File: src/hdl/biq_pkg.sv
// ---------------------------------------------------------------------------
// biq_pkg: shared types, constants and microcode for the biquad filter
// Holds the datapath widths, the control word layout and the step program.
// ---------------------------------------------------------------------------
package biq_pkg;

    localparam int MAX_CHANNELS = 8;
    localparam int CH_IDX_W     = (MAX_CHANNELS > 1) ? $clog2(MAX_CHANNELS) : 1;

    localparam int SAMPLE_W = 24;
    localparam int CH_W     = 3;
    localparam int COEF_W   = 24;
    localparam int NUM_COEF = 5;
    localparam int CFG_IDX_W = 3;
    localparam int PROD_W   = 48;
    localparam int DELAY_W  = 40;
    localparam int ACC_W    = 54;

    typedef logic signed [COEF_W-1:0] t_coef;
    typedef logic [NUM_COEF-1:0][COEF_W-1:0] t_coef_bank;

    // Coefficient selector, equal to the register index of the coefficient
    typedef enum logic [CFG_IDX_W-1:0] {
        COEF_B0 = 3'd0,
        COEF_B1 = 3'd1,
        COEF_B2 = 3'd2,
        COEF_A1 = 3'd3,
        COEF_A2 = 3'd4
    } t_coef_sel;

    localparam logic [COEF_W-1:0] COEF_B0_RST = 24'd1048576;

    typedef enum logic [2:0] {
        ACC_HOLD,
        ACC_LOAD_D1,
        ACC_ADD_P,
        ACC_SUB_P,
        ACC_LOAD_P
    } t_acc_op;

    typedef enum logic [1:0] {
        SEQ_NEXT,
        SEQ_WAIT_IN,
        SEQ_EMIT
    } t_seq;

    typedef enum logic [3:0] {
        STEP_WAIT    = 4'd0,
        STEP_MUL_B0  = 4'd1,
        STEP_ACC_B0  = 4'd2,
        STEP_ROUND_Y = 4'd3,
        STEP_MUL_A1  = 4'd4,
        STEP_SUB_A1  = 4'd5,
        STEP_DELAY1  = 4'd6,
        STEP_SUB_A2  = 4'd7,
        STEP_EMIT    = 4'd8
    } t_step;

    typedef struct packed {
        t_seq      seq;
        t_step     jmp;
        t_coef_sel coef;
        logic      mul_y;
        t_acc_op   acc_op;
        logic      y_ld;
        logic      d1_wr;
        logic      d2_wr;
    } t_uop;

    localparam t_uop UOP_IDLE = '{
        seq: SEQ_NEXT, jmp: STEP_WAIT, coef: COEF_B0, mul_y: 1'b0,
        acc_op: ACC_HOLD, y_ld: 1'b0, d1_wr: 1'b0, d2_wr: 1'b0
    };

    // Step program. The multiplier output is registered in the product register, so
    // a step that selects the operands does not itself see their product.
    function automatic t_uop uop_rom(input t_step s);
        t_uop u;
        u = UOP_IDLE;
        case (s)
            STEP_WAIT: begin
                u.seq = SEQ_WAIT_IN;
                u.jmp = STEP_EMIT;
            end
            STEP_MUL_B0: begin
                u.coef   = COEF_B0;
                u.acc_op = ACC_LOAD_D1;
            end
            STEP_ACC_B0: begin
                u.coef   = COEF_B1;
                u.acc_op = ACC_ADD_P;
            end
            STEP_ROUND_Y: begin
                u.y_ld   = 1'b1;
                u.acc_op = ACC_LOAD_P;
            end
            STEP_MUL_A1: begin
                u.coef  = COEF_A1;
                u.mul_y = 1'b1;
            end
            STEP_SUB_A1: begin
                u.coef   = COEF_B2;
                u.acc_op = ACC_SUB_P;
            end
            STEP_DELAY1: begin
                u.d1_wr  = 1'b1;
                u.acc_op = ACC_LOAD_P;
                u.coef   = COEF_A2;
                u.mul_y  = 1'b1;
            end
            STEP_SUB_A2: begin
                u.acc_op = ACC_SUB_P;
            end
            STEP_EMIT: begin
                u.seq   = SEQ_EMIT;
                u.jmp   = STEP_WAIT;
                u.d2_wr = 1'b1;
            end
            default: begin
                u.seq = SEQ_EMIT;
                u.jmp = STEP_WAIT;
            end
        endcase
        return u;
    endfunction

endpackage

File: src/hdl/biq_datapath.sv
// ---------------------------------------------------------------------------
// biq_datapath: shared multiplier, accumulator and per-channel delay state
// Executes one control word per cycle; keeps two saturating delays per channel.
// ---------------------------------------------------------------------------
module biq_datapath (
    input  logic                                   i_clk,
    input  logic                                   i_rst_n,
    input  logic                                   i_ld,
    input  logic signed [biq_pkg::SAMPLE_W-1:0]    i_sample,
    input  logic [biq_pkg::CH_W-1:0]               i_ch,
    input  logic                                   i_ch_ok,
    input  biq_pkg::t_coef_bank                    i_coefs,
    input  biq_pkg::t_uop                          i_uop,
    output logic signed [biq_pkg::SAMPLE_W-1:0]    o_y,
    output logic                                   o_clip
);
    import biq_pkg::*;

    localparam int YR_W  = ACC_W - 20;
    localparam int DS_W  = ACC_W - 12 + 1;

    logic signed [SAMPLE_W-1:0] r_x;
    logic signed [SAMPLE_W-1:0] r_y;
    logic                       r_clip;
    logic [CH_W-1:0]            r_ch;
    logic                       r_ch_ok;
    logic signed [PROD_W-1:0]   r_prod;
    logic signed [ACC_W-1:0]    r_acc;
    logic signed [ACC_W-1:0]    n_acc;
    logic signed [DELAY_W-1:0]  r_d1 [MAX_CHANNELS];
    logic signed [DELAY_W-1:0]  r_d2 [MAX_CHANNELS];

    logic [CH_IDX_W-1:0]        w_idx;
    logic signed [DELAY_W-1:0]  w_d1;
    logic signed [DELAY_W-1:0]  w_d2;
    logic signed [COEF_W-1:0]   w_coef;
    logic signed [SAMPLE_W-1:0] w_op;
    logic signed [ACC_W-1:0]    w_prod_ext;
    logic signed [ACC_W-1:0]    w_round;
    logic signed [YR_W-1:0]     w_yr;
    logic [YR_W-SAMPLE_W:0]     w_yr_hi;
    logic                       w_y_fits;
    logic signed [SAMPLE_W-1:0] w_y_sat;
    logic signed [DS_W-1:0]     w_d1_sum;
    logic signed [DS_W-1:0]     w_d2_sum;
    logic signed [DELAY_W-1:0]  w_d1_new;
    logic signed [DELAY_W-1:0]  w_d2_new;

    function automatic logic signed [DELAY_W-1:0] sat_delay(
        input logic signed [DS_W-1:0] v
    );
        logic [DS_W-DELAY_W:0] hi;
        hi = v[DS_W-1:DELAY_W-1];
        if ((&hi) || !(|hi)) begin
            return v[DELAY_W-1:0];
        end else if (v[DS_W-1]) begin
            return {1'b1, {(DELAY_W-1){1'b0}}};
        end else begin
            return {1'b0, {(DELAY_W-1){1'b1}}};
        end
    endfunction

    assign w_idx = CH_IDX_W'(r_ch);
    assign w_d1  = r_d1[w_idx];
    assign w_d2  = r_d2[w_idx];

    always_comb begin
        case (i_uop.coef)
            COEF_B0: w_coef = i_coefs[COEF_B0];
            COEF_B1: w_coef = i_coefs[COEF_B1];
            COEF_B2: w_coef = i_coefs[COEF_B2];
            COEF_A1: w_coef = i_coefs[COEF_A1];
            COEF_A2: w_coef = i_coefs[COEF_A2];
            default: w_coef = '0;
        endcase
    end

    assign w_op       = i_uop.mul_y ? r_y : r_x;
    assign w_prod_ext = {{(ACC_W-PROD_W){r_prod[PROD_W-1]}}, r_prod};

    // Round half up to Q1.23, then clamp to the sample range
    assign w_round  = r_acc + ACC_W'(524288);
    assign w_yr     = w_round[ACC_W-1:20];
    assign w_yr_hi  = w_yr[YR_W-1:SAMPLE_W-1];
    assign w_y_fits = (&w_yr_hi) || !(|w_yr_hi);
    assign w_y_sat  = w_y_fits ? w_yr[SAMPLE_W-1:0]
                    : (w_yr[YR_W-1] ? {1'b1, {(SAMPLE_W-1){1'b0}}}
                                    : {1'b0, {(SAMPLE_W-1){1'b1}}});

    assign w_d1_sum = {r_acc[ACC_W-1], r_acc[ACC_W-1:12]}
                    + {{(DS_W-DELAY_W){w_d2[DELAY_W-1]}}, w_d2};
    assign w_d2_sum = {r_acc[ACC_W-1], r_acc[ACC_W-1:12]};
    assign w_d1_new = sat_delay(w_d1_sum);
    assign w_d2_new = sat_delay(w_d2_sum);

    always_comb begin
        case (i_uop.acc_op)
            ACC_HOLD:    n_acc = r_acc;
            ACC_LOAD_D1: n_acc = {{(ACC_W-DELAY_W-12){w_d1[DELAY_W-1]}}, w_d1, 12'b0};
            ACC_ADD_P:   n_acc = r_acc + w_prod_ext;
            ACC_SUB_P:   n_acc = r_acc - w_prod_ext;
            ACC_LOAD_P:  n_acc = w_prod_ext;
            default:     n_acc = r_acc;
        endcase
    end

    always_ff @(posedge i_clk) begin
        r_prod <= w_coef * w_op;
        r_acc  <= n_acc;
        if (i_ld) begin
            r_x     <= i_sample;
            r_y     <= i_sample;
            r_clip  <= 1'b0;
            r_ch    <= i_ch;
            r_ch_ok <= i_ch_ok;
        end else if (i_uop.y_ld) begin
            r_y    <= w_y_sat;
            r_clip <= !w_y_fits;
        end
    end

    always_ff @(posedge i_clk) begin
        if (!i_rst_n) begin
            for (int i = 0; i < MAX_CHANNELS; i++) begin
                r_d1[i] <= '0;
                r_d2[i] <= '0;
            end
        end else begin
            if (i_uop.d1_wr && r_ch_ok) begin
                r_d1[w_idx] <= w_d1_new;
            end
            if (i_uop.d2_wr && r_ch_ok) begin
                r_d2[w_idx] <= w_d2_new;
            end
        end
    end

    assign o_y    = r_y;
    assign o_clip = r_clip;

endmodule

File: src/hdl/multichannel_biquad_filter.sv
// ---------------------------------------------------------------------------
// multichannel_biquad_filter: eight-channel biquad IIR, transposed form II
// Microcoded sequencer over one 24x24 multiplier with a 54-bit accumulator.
// ---------------------------------------------------------------------------
// A beat runs through the nine-step program on the single shared multiplier;
// a channel outside the delay table jumps to the emit step and passes the
// sample through. The next beat is not taken until the program is through
// with the last one; the next beat is taken while a result waits.
// Reset (synchronous, active low): clears all channel delays, loads b0 = 1.0
// and the other coefficients with zero, and empties the output register.
// ---------------------------------------------------------------------------
module multichannel_biquad_filter (
    input  logic                              i_clk,
    input  logic                              i_rst_n,
    // input stream
    input  logic                              s_axis_tvalid,
    output logic                              s_axis_tready,
    input  logic [biq_pkg::SAMPLE_W-1:0]      s_axis_tdata,  // [23:0] sample_in
    input  logic [biq_pkg::CH_W-1:0]          s_axis_tuser,  // [2:0] channel
    input  logic                              s_axis_tlast,  // last_in
    // output stream
    output logic                              m_axis_tvalid,
    input  logic                              m_axis_tready,
    output logic [biq_pkg::SAMPLE_W-1:0]      m_axis_tdata,  // [23:0] sample_out
    output logic [biq_pkg::CH_W:0]            m_axis_tuser,  // [2:0] channel_out, [3] clipped
    output logic                              m_axis_tlast,  // last_out
    // coefficient write channel
    input  logic                              i_cfg_valid,
    output logic                              o_cfg_ready,
    input  logic [biq_pkg::CFG_IDX_W-1:0]     i_cfg_index,
    input  logic [biq_pkg::COEF_W-1:0]        i_cfg_data
);
    import biq_pkg::*;

    t_step      r_step;
    t_step      n_step;
    t_uop       w_uop;
    t_coef_bank r_coefs;

    logic       w_in_beat;
    logic       w_ch_ok;
    logic       w_out_free;
    logic       w_emit;

    logic [CH_W-1:0]            r_ch;
    logic                       r_last;
    logic                       r_out_valid;
    logic [SAMPLE_W-1:0]        r_out_data;
    logic [CH_W:0]              r_out_user;
    logic                       r_out_last;
    logic signed [SAMPLE_W-1:0] w_y;
    logic                       w_clip;

    // The control word for the current step comes straight from the program
    assign w_uop = uop_rom(r_step);

    // Hold off input beats while reset is applied
    assign s_axis_tready = i_rst_n && (w_uop.seq == SEQ_WAIT_IN);
    assign w_in_beat     = s_axis_tvalid && s_axis_tready;
    assign w_ch_ok       = (32'(s_axis_tuser) < MAX_CHANNELS);

    // The output register may take a new result when empty or being drained
    assign w_out_free = !r_out_valid || m_axis_tready;
    assign w_emit     = (w_uop.seq == SEQ_EMIT) && w_out_free;

    // Sequencer: advance, wait for a beat, or wait for room at the output.
    // A channel outside the table jumps straight to the emit step.
    always_comb begin
        n_step = r_step;
        case (w_uop.seq)
            SEQ_NEXT: begin
                n_step = t_step'(r_step + 4'd1);
            end
            SEQ_WAIT_IN: begin
                if (w_in_beat) begin
                    n_step = w_ch_ok ? t_step'(r_step + 4'd1) : w_uop.jmp;
                end
            end
            SEQ_EMIT: begin
                if (w_out_free) begin
                    n_step = w_uop.jmp;
                end
            end
            default: begin
                n_step = STEP_WAIT;
            end
        endcase
    end

    always_ff @(posedge i_clk) begin
        if (!i_rst_n) begin
            r_step <= STEP_WAIT;
        end else begin
            r_step <= n_step;
        end
    end

    // Coefficient registers; writes to an index past the list are dropped
    assign o_cfg_ready = i_rst_n;

    always_ff @(posedge i_clk) begin
        if (!i_rst_n) begin
            r_coefs <= {{((NUM_COEF-1)*COEF_W){1'b0}}, COEF_B0_RST};
        end else if (i_cfg_valid && o_cfg_ready) begin
            case (i_cfg_index)
                COEF_B0: r_coefs[COEF_B0] <= i_cfg_data;
                COEF_B1: r_coefs[COEF_B1] <= i_cfg_data;
                COEF_B2: r_coefs[COEF_B2] <= i_cfg_data;
                COEF_A1: r_coefs[COEF_A1] <= i_cfg_data;
                COEF_A2: r_coefs[COEF_A2] <= i_cfg_data;
                default: ;
            endcase
        end
    end

    // Sideband of the beat in flight
    always_ff @(posedge i_clk) begin
        if (w_in_beat) begin
            r_ch   <= s_axis_tuser;
            r_last <= s_axis_tlast;
        end
    end

    biq_datapath u_datapath (
        .i_clk    (i_clk),
        .i_rst_n  (i_rst_n),
        .i_ld     (w_in_beat),
        .i_sample (s_axis_tdata),
        .i_ch     (s_axis_tuser),
        .i_ch_ok  (w_ch_ok),
        .i_coefs  (r_coefs),
        .i_uop    (w_uop),
        .o_y      (w_y),
        .o_clip   (w_clip)
    );

    // Output register: hold a result until the sink takes it
    always_ff @(posedge i_clk) begin
        if (!i_rst_n) begin
            r_out_valid <= 1'b0;
        end else if (w_emit) begin
            r_out_valid <= 1'b1;
        end else if (m_axis_tready) begin
            r_out_valid <= 1'b0;
        end
    end

    always_ff @(posedge i_clk) begin
        if (w_emit) begin
            r_out_data <= w_y;
            r_out_user <= {w_clip, r_ch};
            r_out_last <= r_last;
        end
    end

    assign m_axis_tvalid = r_out_valid;
    assign m_axis_tdata  = r_out_data;
    assign m_axis_tuser  = r_out_user;
    assign m_axis_tlast  = r_out_last;

endmodule

File: config.mk
export PLATFORM = sky130hd
export DESIGN_NAME = multichannel_biquad_filter
export DESIGN_NICKNAME = d
export VERILOG_FILES = /design/src/hdl/biq_pkg.sv /design/src/hdl/biq_datapath.sv /design/src/hdl/multichannel_biquad_filter.sv
export SDC_FILE = /design/constraint.sdc
export NUM_CORES = 2
export LEC_CHECK = 0
export ABC_CLOCK_PERIOD_IN_PS = 8850
export BUFFER_PORTS_ARGS = -buffer_cell sky130_fd_sc_hd__buf_2
export CORE_ASPECT_RATIO = 1.25
export CORE_MARGIN = 8
export CORE_UTILIZATION = 55
export CTS_BUF_LIST = sky130_fd_sc_hd__clkbuf_8 sky130_fd_sc_hd__clkbuf_16
export CTS_CLUSTER_DIAMETER = 200
export DETAILED_ROUTE_END_ITERATION = 16
export PLACE_DENSITY = 0.74
export SKIP_CTS_REPAIR_TIMING = 1
export SLEW_MARGIN = 20
export SYNTH_ARGS = -nofsm -noshare
export SYNTH_HDL_FRONTEND = slang
export SYNTH_HIERARCHICAL = 1
export SYNTH_SLANG_ARGS = --single-unit
File: constraint.sdc
create_clock -name i_clk -period 8.85 [get_ports i_clk]
set_input_delay 1.77 -clock i_clk [delete_from_list [all_inputs] [get_ports i_clk]]
set_output_delay 1.77 -clock i_clk [all_outputs]
set_load 0.03 [all_outputs]
# ---- Word level (Yosys, flattened, before mapping)
# Memories as Yosys holds them, arrays and structs flattened. A register that Yosys moved wholly into a read port is not among the register bits.
# Cells that the tools add are included.
dict set report word_totals {
  register_bits 309
  latchBits 0
  ram_bits 640
  romBits 0
  input_bits 60
  output_inout_bits 32
  mem_count 2
}
# name depth word_bits rd rd_clocked_by_memory_dff write_ports line_no
set mem_list {}
lappend mem_list {u_datapath.r_d1 8 40 1 1 8 biq_datapath.sv:30} ;# logic signed [DELAY_W-1:0] r_d1 [MAX_CHANNELS];
lappend mem_list {u_datapath.r_d2 8 40 1 1 8 biq_datapath.sv:31} ;# logic signed [DELAY_W-1:0] r_d2 [MAX_CHANNELS];
dict set report op_classes {
  add_sub_neg 5
  multipliers 1
  div 0
  magnitude_cmp 0
  eq_ne 24
  shifts 0
  muxes 38
  n_bitwise 0
  reduce_logical 38
}
# cell n
set op_table {}
lappend op_table {{$mux W40} 6}
lappend op_table {{$pmux W54 S4} 1}
lappend op_table {{$mux W24} 5}
lappend op_table {{$pmux W24 S5} 1}
lappend op_table {{$reduce_or A40 Y1} 2}
lappend op_table {{$add A54 B21 Y54 const B} 1}
lappend op_table {{$add A54 B48 Y54} 1}
lappend op_table {{$sub A54 B48 Y54} 1}
lappend op_table {{$mul A24 B24 Y48} 1}
lappend op_table {{$add A42 B40 Y43} 1}
lappend op_table {{$pmux W3 S4} 2}
lappend op_table {{$eq A3 B2 Y1 const B} 6}
lappend op_table {{$eq A4 B3 Y1 const B} 4}
lappend op_table {{$mux W1} 15}
lappend op_table {{$mux W3} 4}
lappend op_table {{$pmux W4 S3} 1}
lappend op_table {{$pmux W6 S2} 1}
lappend op_table {{$reduce_and A2 Y1} 6}
lappend op_table {{$reduce_and A11 Y1} 1}
lappend op_table {{$reduce_or A11 Y1} 1}
lappend op_table {{$eq A3 B1 Y1 const B} 3}
lappend op_table {{$eq A3 B3 Y1 const B} 3}
lappend op_table {{$eq A4 B2 Y1 const B} 2}
lappend op_table {{$mux W4} 2}
lappend op_table {{other kinds (21)} 35}

# ---- Logic depth before layout (Yosys ltp)
dict set report logic_depth {
  word_depth 8
  ltp_mapped 39
}

# ---- Cells and area by module
# Netlist, hierarchy kept.
# mod n_inst cells_each area_each_um2 seq_area_each_um2
set by_module_without_submodules {}
lappend by_module_without_submodules {biq_datapath 1 5546 61273.8 23442.5}
lappend by_module_without_submodules {multichannel_biquad_filter 1 625 5783.0 3493.4}

# ---- Worst setup path before layout
# OpenSTA, ideal clock, no wires.
dict set report synth_path {
  path_type {register -> register}
  from {register r_step[2]}
  to {register u_datapath.r_prod[47]}
  setup_time_ps 72
  t_arrival_ps 8834
  t_required_ps 8778
  setup_slack_ps -57
  stages_incl_launch_ff 37
  n_path_buf 5
  cell_sequence {dfxtp_1 > clkbuf_1 > nor2b_1 > o21a_1 > clkbuf_1 > buf_1 > mux2i_1 > o21ai_0 > a221oi_1 > clkbuf_1 > nor2_1 > fa_1 > inv_1 > fa_1 > inv_1 > fa_1 > inv_1 > fa_1 > inv_1 > fa_1 > inv_1 > fa_1 > fa_1 > inv_1 > ha_1 > clkbuf_1 > a211oi_1 > o21ai_0 > a211oi_1 > o21bai_1 > a211oi_1 > o21ai_0 > o211a_1 > a41oi_1 > o21bai_1 > a21oi_1 > xnor2_1}
}
# item line_no
set synth_lines {}
lappend synth_lines {{from (decl)} multichannel_biquad_filter.sv:35} ;# t_step r_step;
lappend synth_lines {{from (signal assigned)} multichannel_biquad_filter.sv:94} ;# r_step <= n_step;
lappend synth_lines {{to (signal assigned)} biq_datapath.sv:108} ;# r_prod <= w_coef * w_op;
lappend synth_lines {{to (decl)} biq_datapath.sv:27} ;# logic signed [PROD_W-1:0] r_prod;

==> impl_metrics.csv <==
group,metric,value,unit
status,status,"complete, no violations",
sta,whs,0.428,ns
layout,mostFrequentLayoutCells,"edfxtp_1, nand2_1, nor2_1",
grt,grt_pass1_wl,321,mm
layout,mostFrequentLayoutCell,"edfxtp_1",
worst_setup_path,worstPathRequired,9.49,ns
sta,worstMarginPinSlew,1.23,ns
run,maxCapViolCount,0,
sta,report.final.hold_viol_count,0,
cts,clock-sinks,956,
power,total_power,21900,uW
cts,cts_root_buffer,"clkbuf_16",
route,avgRoutedWirePerCell,26.6,um
worst_setup_path,path_delay_family,"adder cells",
sta,finalClockSkew,0.0340,ns
worst_hold_path,hp-class,"flip-flop to flip-flop",
route,route.detailed.drc,0,
grt,grt_usage,31.9,%
floorplanning,start_util,55.3,%
grt,overflow,0,
synthesis,synth_cells,6170,
synthesis,syn_nets,7074,
worst_setup_path,cp-start-kind,"flip-flop",
layout,fin_nets,7260,
worst_setup_path,cp.buffers_inverters,10,
power,leakagePower,0.0312,uW
worst_setup_path,crit_slowest_cell,"fa_1",
sta,max_freq,117,MHz
sta,finalCritPeriodShare,96.8,%
route,num_vias,50200,
layout,fillerInstances,9666,
route,wl,213,mm
route,drt-pass1-iter-count,6,
grt,grt_antenna_before_repair,3,
route,drtIter0Drc,5321,
cts,insertion_delay,0.74,ns
floorplanning,dieArea,133000,um2
synthesis,synth-warning-count,6,
synthesis,syn_area_per_cell,10.9,um2
worst_setup_path,critPathKind,"flip-flop to flip-flop",
placed_design,dp_hpwl,154,mm
cts,clk_path_buf_depth,3,
synthesis,netlist_area,67100,um2
sta,slew_violations,0,
worst_setup_path,cp_common_cell,"fa_1",
grt,grt_max_degree,101,
worst_setup_path,cp.arrival,9.20,ns
cts,htree_levels,3,
cts,path_clk_slew,0.07,ns
worst_setup_path,end_kind,"flip-flop",
floorplanning,ios,92,
power,power_density,292,nW/um2
power,vdd.ir_drop.worst,0.000229,V
sta,finalSetupViolCount,0,
placed_design,place_congestion,1.02,
route,viasPerCell,6.25,
floorplanning,rows,143,
layout,syn2layout_area_growth,11.5,%
layout,final_layout_size_suffix_gt1_share,14.8,%
layout,ff_latch_area,27000,um2
placed_design,io_buffers,91,
worst_setup_path,critPathMaxStageDelay,0.51,ns
floorplanning,coreArea,121000,um2
cts,cts_tree,"built",
layout,multi_input_area,36800,um2
floorplanning,die_y,406,um
grt,grt_pass1_vias,52000,
floorplanning,die-width,328,um
sta,slew_headroom,17.3,%
worst_setup_path,crit_fanout,10,
sta,post-route-min-period,8.56,ns
cts,cts_made_buffers,96,
route,final_antenna_net_count,0,
[flip-flops by register name, summed over array words and instances (netlist names), 4 cells and up, named ones only]
signal             count
m_axis_tdata          24
m_axis_tuser           4
r_coefs              120
r_step                 4
u_datapath/o_y        24
u_datapath/r_acc      54
u_datapath/r_d1      320
u_datapath/r_d2      320
u_datapath/r_prod     48
u_datapath/r_x        24
[cell type report]
cell class / count / share of cell area (%)
Timing Repair Buffer: 423 / 4.38
Tap cell: 1595 / 2.67
Clock buffer: 101 / 3.36
Sequential cell: 956 / 36.0
Clock inverter: 77 / 1.11
Inverter: 642 / 3.23
Antenna cell: 3 / 0.0100
Multi-Input combinational cell: 4237 / 49.2
[path summary, 6_finish.rpt]
check        slack, ns              startpoint  depth (start not counted)                            end
max               0.29  r_step[0]$_SDFFE_PN0P_                         34  u_datapath/r_prod[36]$_DFF_P_
min               0.43        r_last$_DFFE_PP_                          0         m_axis_tlast$_DFFE_PP_
max reg2reg       0.29  r_step[0]$_SDFFE_PN0P_                         34  u_datapath/r_prod[36]$_DFF_P_
min reg2reg       0.43        r_last$_DFFE_PP_                          0         m_axis_tlast$_DFFE_PP_
[routing by layer]
layer / global-route usage, % / vias to the layer above / wire length (um)
li1: - / 21400 / -
met5: 0 / - / 16
met2: 52.7 / 2949 / 101000
met4: 22.2 / 2 / 18800
met1: 37.5 / 25000 / 73500
met3: 6.30 / 825 / 19700
[metrics by stage]
stage / instances / util, % / setup WS (ns) / area, um2 / setup TNS (ns)
floorplan: 6170 / - / 0.0319 / 67100 / 0
global placement: 7825 / 58.4 / -0.138 / 70800 / -0.156
detailed placement: 7826 / 58.4 / -0.226 / 70800 / -0.369
CTS: 8004 / 61.2 / -0.320 / 74200 / -0.753
global route: 8031 / 61.6 / -0.0182 / 74800 / -0.0289
finish: 8034 / 61.6 / 0.286 / 74800 / 0
[where the power goes]
part / internal [uW] / switching [uW]
sequential: 5460 / 521
combinational: 4170 / 7360
clock: 2510 / 1850
total: 12100 / 9730
(Power assumes the default switching activity.)
